--- config.mk ---
export PLATFORM = sky130hd
export DESIGN_NAME = byte_packet_deframer_resync
export DESIGN_NICKNAME = d
export VERILOG_FILES = /design/src/design/bpdr_pkg.sv /design/src/design/byte_packet_deframer_resync.sv /design/src/design/bpdr_front.sv /design/src/design/bpdr_back.sv
export SDC_FILE = /design/constraint.sdc
export NUM_CORES = 1
export LEC_CHECK = 0
export BUFFER_PORTS_ARGS = -buffer_cell sky130_fd_sc_hd__buf_2
export CORE_MARGIN = 1.5
export CORE_UTILIZATION = 23
export DETAILED_ROUTE_END_ITERATION = 7
export PLACE_DENSITY_LB_ADDON = 0.05
export SETUP_SLACK_MARGIN = 0.5
export SKIP_LAST_GASP = 1
export SYNTH_ARGS = -nofsm -noshare
export SYNTH_HDL_FRONTEND = slang
export SYNTH_SLANG_ARGS = --single-unit
--- constraint.sdc ---
create_clock -name clk -period 10.6 [get_ports clk]
set_input_delay 2.12 -clock clk [delete_from_list [all_inputs] [get_ports clk]]
set_output_delay 2.12 -clock clk [all_outputs]
set_load 0.05 [all_outputs]
--- src/design/bpdr_pkg.sv ---
// ----------------------------------------------------------------------------
// bpdr_pkg
// Shared types and constants for the byte packet deframer with resync.
// ----------------------------------------------------------------------------
`default_nettype none

package bpdr_pkg;

	localparam logic [7:0] START_DELTA   = 8'h41;
	localparam logic [7:0] START_BRICK   = 8'h51;
	localparam logic [7:0] START_RESPAWN = 8'h52;
	localparam logic [7:0] SLOT_LIMIT    = 8'd4;

	localparam logic [2:0] LEN_SHORT    = 3'd4;
	localparam logic [2:0] LEN_EXTENDED = 3'd5;
	localparam logic [2:0] LEN_LONG     = 3'd6;

	localparam int OUT_BYTES = 6;

	// request kinds
	localparam logic REQ_BYTE  = 1'b0;
	localparam logic REQ_COUNT = 1'b1;

	// result status codes
	localparam logic [1:0] STATUS_NONE  = 2'd0;
	localparam logic [1:0] STATUS_FRAME = 2'd1;
	localparam logic [1:0] STATUS_COUNT = 2'd2;

	// configuration register indexes
	localparam logic CFG_OWN_SLOT = 1'b0;
	localparam logic CFG_CAPACITY = 1'b1;

	typedef enum logic [1:0] {
		KIND_COUNT_READ,
		KIND_START_SHORT,
		KIND_START_LONG,
		KIND_PLAIN
	} kind_t;

	typedef struct packed {
		kind_t      kind;
		logic [7:0] data;
	} item_t;

	typedef struct packed {
		logic [1:0]                 status;
		logic [2:0]                 length;
		logic [OUT_BYTES-1:0][7:0]  bytes;
		logic [31:0]                total;
	} result_t;

endpackage

`default_nettype wire

--- src/design/byte_packet_deframer_resync.sv ---
// ----------------------------------------------------------------------------
// byte_packet_deframer_resync
// Deframes start-coded packets from a received byte stream, resynchronises
// on frames for other slots and reports the resync count on request.
//
//   channel   handshake           payload
//   -------   -----------------   -----------------------------------------
//   request   push / full         req_type, rx_byte
//   result    pop / empty         status, frame_length, frame_byte0..5,
//                                 resync_total
//   config    cfg_valid/cfg_ready cfg_index, cfg_data
//
// One request in and one result out per cycle when both sides flow.
// A request reaches the result ports through the classifier queue: the
// collector works on the head of the classifier queue and registers its
// result into the result queue.
// Both two-entry queues absorb a stalled consumer without dropping rate.
// Reset empties both queues, idles the collector and clears the count.
// ----------------------------------------------------------------------------
`default_nettype none

module byte_packet_deframer_resync #(
	parameter int FRAME_BYTES = 6
) (
	input  wire logic        clk,
	input  wire logic        arst_n,
	input  wire logic        push,
	output logic             full,
	input  wire logic        req_type,
	input  wire logic [7:0]  rx_byte,
	output logic             empty,
	input  wire logic        pop,
	output logic [1:0]       status,
	output logic [2:0]       frame_length,
	output logic [7:0]       frame_byte0,
	output logic [7:0]       frame_byte1,
	output logic [7:0]       frame_byte2,
	output logic [7:0]       frame_byte3,
	output logic [7:0]       frame_byte4,
	output logic [7:0]       frame_byte5,
	output logic [31:0]      resync_total,
	input  wire logic        cfg_valid,
	output logic             cfg_ready,
	input  wire logic        cfg_index,
	input  wire logic [7:0]  cfg_data
);
	import bpdr_pkg::*;

	logic [7:0] own_slot_q;
	logic [2:0] capacity_q;
	logic       item_valid;
	item_t      item;
	logic       take;
	result_t    res;

	assign cfg_ready = 1'b1;

	always_ff @(posedge clk or negedge arst_n) begin
		if (!arst_n) begin
			own_slot_q <= 8'd0;
			capacity_q <= 3'd6;
		end else if (cfg_valid && cfg_ready) begin
			unique case (cfg_index)
				CFG_OWN_SLOT: own_slot_q <= cfg_data;
				CFG_CAPACITY: capacity_q <= cfg_data[2:0];
				default: ;
			endcase
		end
	end

	bpdr_front u_front (
		.clk        (clk),
		.arst_n     (arst_n),
		.push       (push),
		.full       (full),
		.req_type   (req_type),
		.rx_byte    (rx_byte),
		.item_valid (item_valid),
		.item       (item),
		.take       (take)
	);

	bpdr_back #(
		.FRAME_BYTES (FRAME_BYTES)
	) u_back (
		.clk        (clk),
		.arst_n     (arst_n),
		.own_slot   (own_slot_q),
		.capacity   (capacity_q),
		.item_valid (item_valid),
		.item       (item),
		.take       (take),
		.pop        (pop),
		.empty      (empty),
		.res        (res)
	);

	assign status       = res.status;
	assign frame_length = res.length;
	assign frame_byte0  = res.bytes[0];
	assign frame_byte1  = res.bytes[1];
	assign frame_byte2  = res.bytes[2];
	assign frame_byte3  = res.bytes[3];
	assign frame_byte4  = res.bytes[4];
	assign frame_byte5  = res.bytes[5];
	assign resync_total = res.total;

	// a result without a completed frame carries no length
	a_len_only_on_frame: assert property (@(posedge clk) disable iff (!arst_n)
		(!empty && status != STATUS_FRAME) |-> (frame_length == 3'd0))
		else $error("frame length set on a non-frame result");

	// only the three frame forms can be copied out
	a_len_legal: assert property (@(posedge clk) disable iff (!arst_n)
		!empty |-> (frame_length == 3'd0 || frame_length == LEN_SHORT ||
		            frame_length == LEN_EXTENDED || frame_length == LEN_LONG))
		else $error("illegal frame length");

	// a nothing-complete result is all zero
	a_none_clear: assert property (@(posedge clk) disable iff (!arst_n)
		(!empty && status == STATUS_NONE) |-> (resync_total == 32'd0 &&
		                                      frame_byte0 == 8'd0))
		else $error("idle result carries data");

	// an untaken head result holds while the consumer stalls
	a_head_hold: assert property (@(posedge clk) disable iff (!arst_n)
		(!empty && !pop) |=> (!empty && $stable(status) && $stable(resync_total)))
		else $error("waiting result changed");

endmodule

`default_nettype wire

--- src/design/bpdr_front.sv ---
// ----------------------------------------------------------------------------
// bpdr_front
// Accepts requests, classifies each received byte by its start code and
// holds the classified beats in a two-entry queue for the back end.
// ----------------------------------------------------------------------------
`default_nettype none

module bpdr_front (
	input  wire logic            clk,
	input  wire logic            arst_n,
	input  wire logic            push,
	output logic                 full,
	input  wire logic            req_type,
	input  wire logic [7:0]      rx_byte,
	output logic                 item_valid,
	output bpdr_pkg::item_t      item,
	input  wire logic            take
);
	import bpdr_pkg::*;

	item_t      slot_q [2];
	logic       wr_ptr_q;
	logic       rd_ptr_q;
	logic [1:0] count_q;
	item_t      item_in;
	logic       do_push;
	logic       do_pop;

	always_comb begin
		item_in.data = rx_byte;
		if (req_type == REQ_COUNT) begin
			item_in.kind = KIND_COUNT_READ;
		end else if (rx_byte == START_DELTA || rx_byte == START_BRICK) begin
			item_in.kind = KIND_START_SHORT;
		end else if (rx_byte == START_RESPAWN) begin
			item_in.kind = KIND_START_LONG;
		end else begin
			item_in.kind = KIND_PLAIN;
		end
	end

	assign full       = (count_q == 2'd2);
	assign item_valid = (count_q != 2'd0);
	assign item       = slot_q[rd_ptr_q];
	assign do_push    = push && !full;
	assign do_pop     = take && item_valid;

	always_ff @(posedge clk or negedge arst_n) begin
		if (!arst_n) begin
			wr_ptr_q <= 1'b0;
			rd_ptr_q <= 1'b0;
			count_q  <= 2'd0;
		end else begin
			if (do_push) begin
				wr_ptr_q <= ~wr_ptr_q;
			end
			if (do_pop) begin
				rd_ptr_q <= ~rd_ptr_q;
			end
			if (do_push && !do_pop) begin
				count_q <= count_q + 2'd1;
			end else if (do_pop && !do_push) begin
				count_q <= count_q - 2'd1;
			end
		end
	end

	always_ff @(posedge clk) begin
		if (do_push) begin
			slot_q[wr_ptr_q] <= item_in;
		end
	end

endmodule

`default_nettype wire

--- src/design/bpdr_back.sv ---
// ----------------------------------------------------------------------------
// bpdr_back
// Frame collector: keeps the deframer state, the byte store and the resync
// count, builds one result per beat and queues it in a two-entry result queue.
// ----------------------------------------------------------------------------
`default_nettype none

module bpdr_back #(
	parameter int FRAME_BYTES = 6
) (
	input  wire logic            clk,
	input  wire logic            arst_n,
	input  wire logic [7:0]      own_slot,
	input  wire logic [2:0]      capacity,
	input  wire logic            item_valid,
	input  wire bpdr_pkg::item_t item,
	output logic                 take,
	input  wire logic            pop,
	output logic                 empty,
	output bpdr_pkg::result_t    res
);
	import bpdr_pkg::*;

	localparam logic [3:0] FB = FRAME_BYTES[3:0];

	logic [2:0]  needed_q;
	logic [2:0]  held_q;
	logic [31:0] counter_q;
	logic [7:0]  store_q [FRAME_BYTES];

	logic [2:0]  needed_n;
	logic [2:0]  held_n;
	logic [31:0] counter_n;
	logic [7:0]  merged [FRAME_BYTES];
	logic [7:0]  store_n [FRAME_BYTES];
	logic        store_we;
	logic [2:0]  held_base;
	logic [2:0]  held_inc;
	logic [2:0]  needed_e;
	result_t     res_n;

	result_t     oslot_q [2];
	logic        owr_q;
	logic        ord_q;
	logic [1:0]  ocount_q;
	logic        opop;

	assign opop  = pop && !empty;
	assign empty = (ocount_q == 2'd0);
	assign res   = oslot_q[ord_q];
	assign take  = item_valid && ((ocount_q != 2'd2) || opop);

	always_comb begin
		res_n     = '0;
		needed_n  = needed_q;
		held_n    = held_q;
		counter_n = counter_q;
		store_we  = 1'b0;
		held_base = held_q;
		needed_e  = needed_q;
		if (needed_q == 3'd0) begin
			held_base = 3'd0;
			needed_e  = (item.kind == KIND_START_LONG) ? LEN_LONG : LEN_SHORT;
		end
		held_inc = held_base + 3'd1;
		for (int k = 0; k < FRAME_BYTES; k++) begin
			merged[k] = ({1'b0, held_base} < FB && held_base == 3'(k)) ?
				item.data : store_q[k];
		end
		store_n = merged;

		if (item.kind == KIND_COUNT_READ) begin
			res_n.status = STATUS_COUNT;
			res_n.total  = counter_q;
			counter_n    = '0;
		end else if (needed_q != 3'd0 || item.kind != KIND_PLAIN) begin
			store_we = 1'b1;
			held_n   = held_inc;
			needed_n = needed_e;
			if (needed_e == LEN_SHORT && held_inc == LEN_SHORT &&
			    merged[0] == START_DELTA && merged[1] == START_DELTA &&
			    merged[3] < SLOT_LIMIT) begin
				// grow to the extended form and keep collecting
				needed_n = LEN_EXTENDED;
			end else if (held_inc >= needed_e) begin
				if (needed_e == LEN_SHORT && merged[0] == START_DELTA &&
				    merged[1] != own_slot && merged[2] != own_slot) begin
					// not ours: drop the first byte and look again
					for (int k = 0; k < FRAME_BYTES - 1; k++) begin
						if (4'(k + 1) < {1'b0, held_inc}) begin
							store_n[k] = merged[k + 1];
						end
					end
					held_n    = held_inc - 3'd1;
					counter_n = counter_q + 32'd1;
				end else begin
					res_n.status = STATUS_FRAME;
					if (needed_e <= capacity) begin
						res_n.length = needed_e;
						for (int k = 0; k < OUT_BYTES; k++) begin
							if (3'(k) < needed_e) begin
								res_n.bytes[k] = merged[k];
							end
						end
					end
					needed_n = 3'd0;
					held_n   = 3'd0;
				end
			end
		end
	end

	always_ff @(posedge clk or negedge arst_n) begin
		if (!arst_n) begin
			needed_q  <= 3'd0;
			held_q    <= 3'd0;
			counter_q <= '0;
			owr_q     <= 1'b0;
			ord_q     <= 1'b0;
			ocount_q  <= 2'd0;
		end else begin
			if (take) begin
				needed_q  <= needed_n;
				held_q    <= held_n;
				counter_q <= counter_n;
				owr_q     <= ~owr_q;
			end
			if (opop) begin
				ord_q <= ~ord_q;
			end
			if (take && !opop) begin
				ocount_q <= ocount_q + 2'd1;
			end else if (opop && !take) begin
				ocount_q <= ocount_q - 2'd1;
			end
		end
	end

	always_ff @(posedge clk) begin
		if (take && store_we) begin
			store_q <= store_n;
		end
		if (take) begin
			oslot_q[owr_q] <= res_n;
		end
	end

endmodule

`default_nettype wire

After elaboration in Yosys (flattened, before gate mapping)
Memory sizes are Yosys's and may differ from the RTL's. Index checks and enable logic that the tools add are counted.

Bits in writable memories: 190. Logic and storage cells: 169. Memories: 2. Output and inout bits: 88. Flip-flop bits (word level): 105.

Memory list: u_back.oslot_q (depth 2, bits a word 85, rd ports 1, clocked after memory_dff 0, write ports 1, RTL line bpdr_back.sv:42) `result_t oslot_q [2];`; u_front.slot_q (depth 2, bits a word 10, rd ports 1, clocked after memory_dff 0, write ports 1, RTL line bpdr_front.sv:21) `item_t slot_q [2];`.

Order comparisons: 15. Add/sub/neg operators: 7. Muxes and demuxes: 57. Bitwise operators: 6. Reductions and logical operators: 46. Equality and inequality tests: 19.

Operators by type and width (count): 40-bit 2-to-1 mux (5); 32-bit 2-to-1 mux (6); 53-bit 2-to-1 mux (3); 8-bit 2-to-1 mux (17); 51-bit 2-to-1 mux (2); 52-bit 2-to-1 mux (1); 8-bit by 7-bit equality test with 1-bit output, second input constant (5); 32-bit by 1-bit adder with 32-bit output, second input constant (1); 3-bit 2-to-1 mux (8); 1-bit logical AND (22); 2-bit 2-to-1 mux (8); 8-bit inequality test (2); 3-bit equality test, second input constant (4); 2-bit by 3-bit less-than comparator with 1-bit output, first input constant (4); 3-bit less-than comparator, first input constant (4); 2-bit nonzero test (6); 1-bit by 3-bit less-than comparator with 1-bit output, first input constant (3); 8-bit by 3-bit less-than comparator with 1-bit output, second input constant (1); 1-bit 2-to-1 mux (7); 3-bit by 2-bit equality test with 1-bit output, second input constant (2); 1-bit logical NOT (6); 3-bit logical NOT (2); 1-bit NOT (6); 5-bit AND reduction (1); other kinds (16) (24).

Logic depth before layout (Yosys ltp)
Depth after elaboration: 14. Depth in mapped cells: 15. Gate-level depth less buffers: 13.

Modules after synthesis
Synthesis repeated with hierarchy kept, for this count alone.

Cells, all modules: 1132. Area total of the unflattened synthesis: 14139.8 um^2.

Modules (own cells, without submodules): bpdr_back (area each 12698.4 um^2, cells each 1048, instances 1); bpdr_front (area each 969.7 um^2, cells each 57, instances 1); byte_packet_deframer_resync (area each 471.7 um^2, cells each 27, instances 1).

Worst setup path before layout
OpenSTA, ideal clock, no wires.

Path kind: input -> register. From: input port pop. To: memory u_back.oslot_q[0][0] (netlist bit) (enable). Data arrival time: 6.040 ns. Required time: 10.071 ns. Path slack: 4.030 ns. Stages: 4. Cell sequence: nor2_1 a21o_1 clkbuf_1 nor2_1.

Cells in the longest elaborated chain, start to end: 5.

Ends and longest elaborated chain: start, declared (RTL line byte_packet_deframer_resync.sv:32) `input wire logic pop,`; 1-bit logical AND (RTL line bpdr_back.sv:48) `assign opop = pop && !empty;`; 1-bit logical OR (RTL line bpdr_back.sv:51) `assign take = item_valid && ((ocount_q != 2'd2) || opop);`; 1-bit logical AND (RTL line bpdr_back.sv:51); 1-bit 2-to-1 mux (RTL line bpdr_back.sv:143) `if (take) begin`; 1-bit 2-to-1 mux (not written as such) (RTL line bpdr_back.sv:144) `oslot_q[owr_q] <= res_n;`; end, declared (RTL line bpdr_back.sv:42).

Every way passes these cells.

Worst setup path after layout
From: register u_back.ord_q. To: output port resync_total[3].

Cells in the longest elaborated chain, start to end: 1.

Ends and longest elaborated chain: start, declared (RTL line bpdr_back.sv:44) `logic ord_q;`; start signal, assigned (RTL line bpdr_back.sv:129) `ord_q <= ~ord_q;`; memory 2 x 85 bit; end, declared (RTL line byte_packet_deframer_resync.sv:41) `output logic [31:0] resync_total,`.

Every way passes these cells.

==> summary.txt <==
starting density of the core: 0.233
status: completed
adder-cell share of the synthesized area: 0.0133
Net Count, Synth: 1197
Max Buffers Root-to-Sink: 3
combinational family with the most area after synthesis: simple AND/OR/NAND/NOR gates
Avg WL per Cell: 20.7 µm
Die Y-Extent: 250 µm
drt first-iter violations: 520
GP Congestion: 0.793
signal arrival time at the worst endpoint: 2790 ps
CP Launch Type: flop
total I/O pin count: 111
Hold WS: 495 ps
sequential cell area fraction in the yosys report: 0.609
share of post-route cells with drive strength above 1: 0.243
WS Path Type: flop to output port
average vias per placed instance: 4.56
count of inserted antenna diode cells: 0
post-cts resize count: 0
final-report hold violation count: 0
Main synth FF type: sky130_fd_sc_hd__edfxtp_1
Hold Path Class: flop to flop
Ys Warns: 0
area share of and/or/nand/nor cells after synthesis: 0.151
layout filler cell count: 6283
Yosys cell types: 74
number of global-route vias before repair: 9458
Post-Route Setup TNS: 0 ps
Final WS setup: 5690 ps
grt total ovfl: 0
total standard cell area after synthesis: 14100 µm²
First-pass DRT Iterations: 5
core area: 60500 µm²
average cell area after synthesis: 12.2 µm²
residual DRC count: 0
async set or reset register ratio after synthesis: 0.193
overall routing resource usage: 0.137
detailed-route via count: 9501
Die Width: 250 µm
number of max-cap violations: 0
number of nets in the layout: 1311
XOR/XNOR Fraction of Synth Area: 0.0137
number of cell rows: 90
Critical Path End Type: output port
post-cts hold buffer count: 0
worst-skew pair later-pin latency: 560 ps
fin crit share: 0.463
antenna violations before repair: 1
Crit path required time: 8480 ps
number of enable flip-flop cells after synthesis: 238
#FFs+latches synth: 295
total die area: 62700 µm²
total routed wirelength: 43100 µm
Max-Slew Margin vs Limit: 0.258
signed area change from the synthesized netlist to the final layout: 19.5%
number of H-tree branching levels: 2
Worst-path clk slew: 60 ps
highest clock frequency the design can meet: 204 MHz
largest net degree at the start of global routing: 58
Period minus WS final: 4910 ps
Post-Synthesis Cells: 1159
portion of netlist area occupied by mux cells: 0.0942
final count of pins violating max slew: 0
clock net sink count: 295
endpoints failing setup: 0
global-route wire length before repair: 63700 µm
highest fanout seen on the critical path: 48
post-CTS setup buffers: 0
Place WS: 5750 ps
Clock Skew: 29.5 ps
CTS root buffer: sky130_fd_sc_hd__clkbuf_16
area fraction in compound gates after synthesis: 0.0917
buffers added on ports: 109
Slew @ Worst Pin: 1110 ps
number of CTS-inserted buffers: 38
HPWL after DPL: 29600 µm
clock tree from TritonCTS: yes
RSZ-0062 raised after global routing: no
remaining antenna violation count: 0
worst paths after layout:
check / depth (start not counted) / slack, ps / end / from
worst max-delay path: 3 / 5690 / resync_total[3] / u_back.ord_q
worst min-delay path: 1 / 490 / u_front.wr_ptr_q / u_front.wr_ptr_q
worst max register to register: 11 / 5820 / u_back.store_q[8] / u_back.needed_q[1]
worst min register to register: 1 / 490 / u_front.wr_ptr_q / u_front.wr_ptr_q
max in group asynchronous: 2 / 8160 / u_back.ord_q / arst_n
min in group asynchronous: 2 / 1780 / u_front.wr_ptr_q / arst_n
cells by family after synthesis:
kind of cell / count (synthesis)
flops: 295
other cells: 1
mux: 117
buf+inv: 93
fa+ha+maj: 15
xor+xnor: 22
compound gates: 196
simple gates: 420
synth_stat cells, types with 12 or more instances:
cell,number,area (µm²)
sky130_fd_sc_hd__o31ai_1,19,143
sky130_fd_sc_hd__clkbuf_1,33,124
sky130_fd_sc_hd__or4_1,26,195
sky130_fd_sc_hd__nand2_1,79,297
sky130_fd_sc_hd__mux2_2,92,1040
sky130_fd_sc_hd__nand3_1,25,125
sky130_fd_sc_hd__xnor2_1,12,105
sky130_fd_sc_hd__dfrtp_1,55,1380
sky130_fd_sc_hd__and2_1,34,213
sky130_fd_sc_hd__inv_1,40,150
sky130_fd_sc_hd__o21ai_0,61,305
sky130_fd_sc_hd__edfxtp_1,238,7150
sky130_fd_sc_hd__nor2b_1,37,231
sky130_fd_sc_hd__nor2_1,139,522
sky130_fd_sc_hd__a21oi_1,38,190
sky130_fd_sc_hd__ha_1,15,188
sky130_fd_sc_hd__mux2i_1,21,210
worst max-delay path: stages, from the launching register on:
cell and delay [ps]:
sky130_fd_sc_hd__dfrtp_4 810, sky130_fd_sc_hd__buf_4 670, sky130_fd_sc_hd__mux2_2 450, sky130_fd_sc_hd__buf_2 220
cells in the final DEF (no fill, tap or decap), types with 8 or more instances in the layout:
| cell | count |
|---|---|
| sky130_fd_sc_hd__or3_1 | 10 |
| sky130_fd_sc_hd__ha_1 | 15 |
| sky130_fd_sc_hd__nand2_1 | 79 |
| sky130_fd_sc_hd__or4_1 | 26 |
| sky130_fd_sc_hd__clkinv_2 | 15 |
| sky130_fd_sc_hd__nand3_1 | 25 |
| sky130_fd_sc_hd__inv_1 | 40 |
| sky130_fd_sc_hd__nor3_1 | 11 |
| sky130_fd_sc_hd__buf_2 | 109 |
| sky130_fd_sc_hd__xnor2_1 | 12 |
| sky130_fd_sc_hd__xor2_1 | 10 |
| sky130_fd_sc_hd__edfxtp_1 | 238 |
| sky130_fd_sc_hd__mux2i_1 | 19 |
| sky130_fd_sc_hd__nor2b_1 | 37 |
| sky130_fd_sc_hd__nand4_1 | 10 |
| sky130_fd_sc_hd__o31ai_1 | 19 |
| sky130_fd_sc_hd__nor2_1 | 137 |
| sky130_fd_sc_hd__dfrtp_1 | 54 |
| sky130_fd_sc_hd__mux2_2 | 92 |
| sky130_fd_sc_hd__a21oi_1 | 37 |
| sky130_fd_sc_hd__nor4_1 | 11 |
| sky130_fd_sc_hd__buf_4 | 17 |
| sky130_fd_sc_hd__and2_1 | 33 |
| sky130_fd_sc_hd__clkbuf_16 | 39 |
| sky130_fd_sc_hd__o21ai_0 | 61 |
| sky130_fd_sc_hd__o211ai_1 | 8 |
area by class of cell:
type	instances	area, µm²	area share
clock buffer	44	1020	0.0609
sequential	295	8580	0.510
tap	782	978	0.0582
multi-input combinational	771	5160	0.307
timing repair buffer	126	673	0.0400
inverter	41	154	0.00915
clock inverter	25	255	0.0152
sequential cells by signal, summed over array words and instances, names as in the netlist:
name              cells
own_slot_q            8
u_back.needed_q       3
u_back.ocount_q       2
u_front.wr_ptr_q      1
u_front.rd_ptr_q      1
u_back.counter_q     32
u_front.count_q       2
u_back.oslot_q      170
capacity_q            3
u_back.ord_q          1
u_back.owr_q          1
u_back.store_q       48
u_back.held_q         3
u_front.slot_q       20
stage by stage:
stage / cells / instance area, µm² / utilization
final: 2084 / 16800 / 0.278
after global routing: 2084 / 16800 / 0.278
after CTS: 2084 / 16800 / 0.278
after detailed placement: 2015 / 15500 / 0.257
after global placement: 2015 / 15500 / 0.257
after floorplan: 1159 / 14100 / -
per-layer routing:
layer / GRT usage / wire [µm] / up-vias
li1: - / - / 4531
met1: 0.201 / 21700 / 4722
met2: 0.203 / 18900 / 194
met3: 0.0265 / 1750 / 54
met4: 0.0367 / 815 / 0
met5: 0 / 0 / -
Power is left out: the tool's default activity adds up to more than one toggle a clock period on the data nets, which glitch-free logic cannot reach.
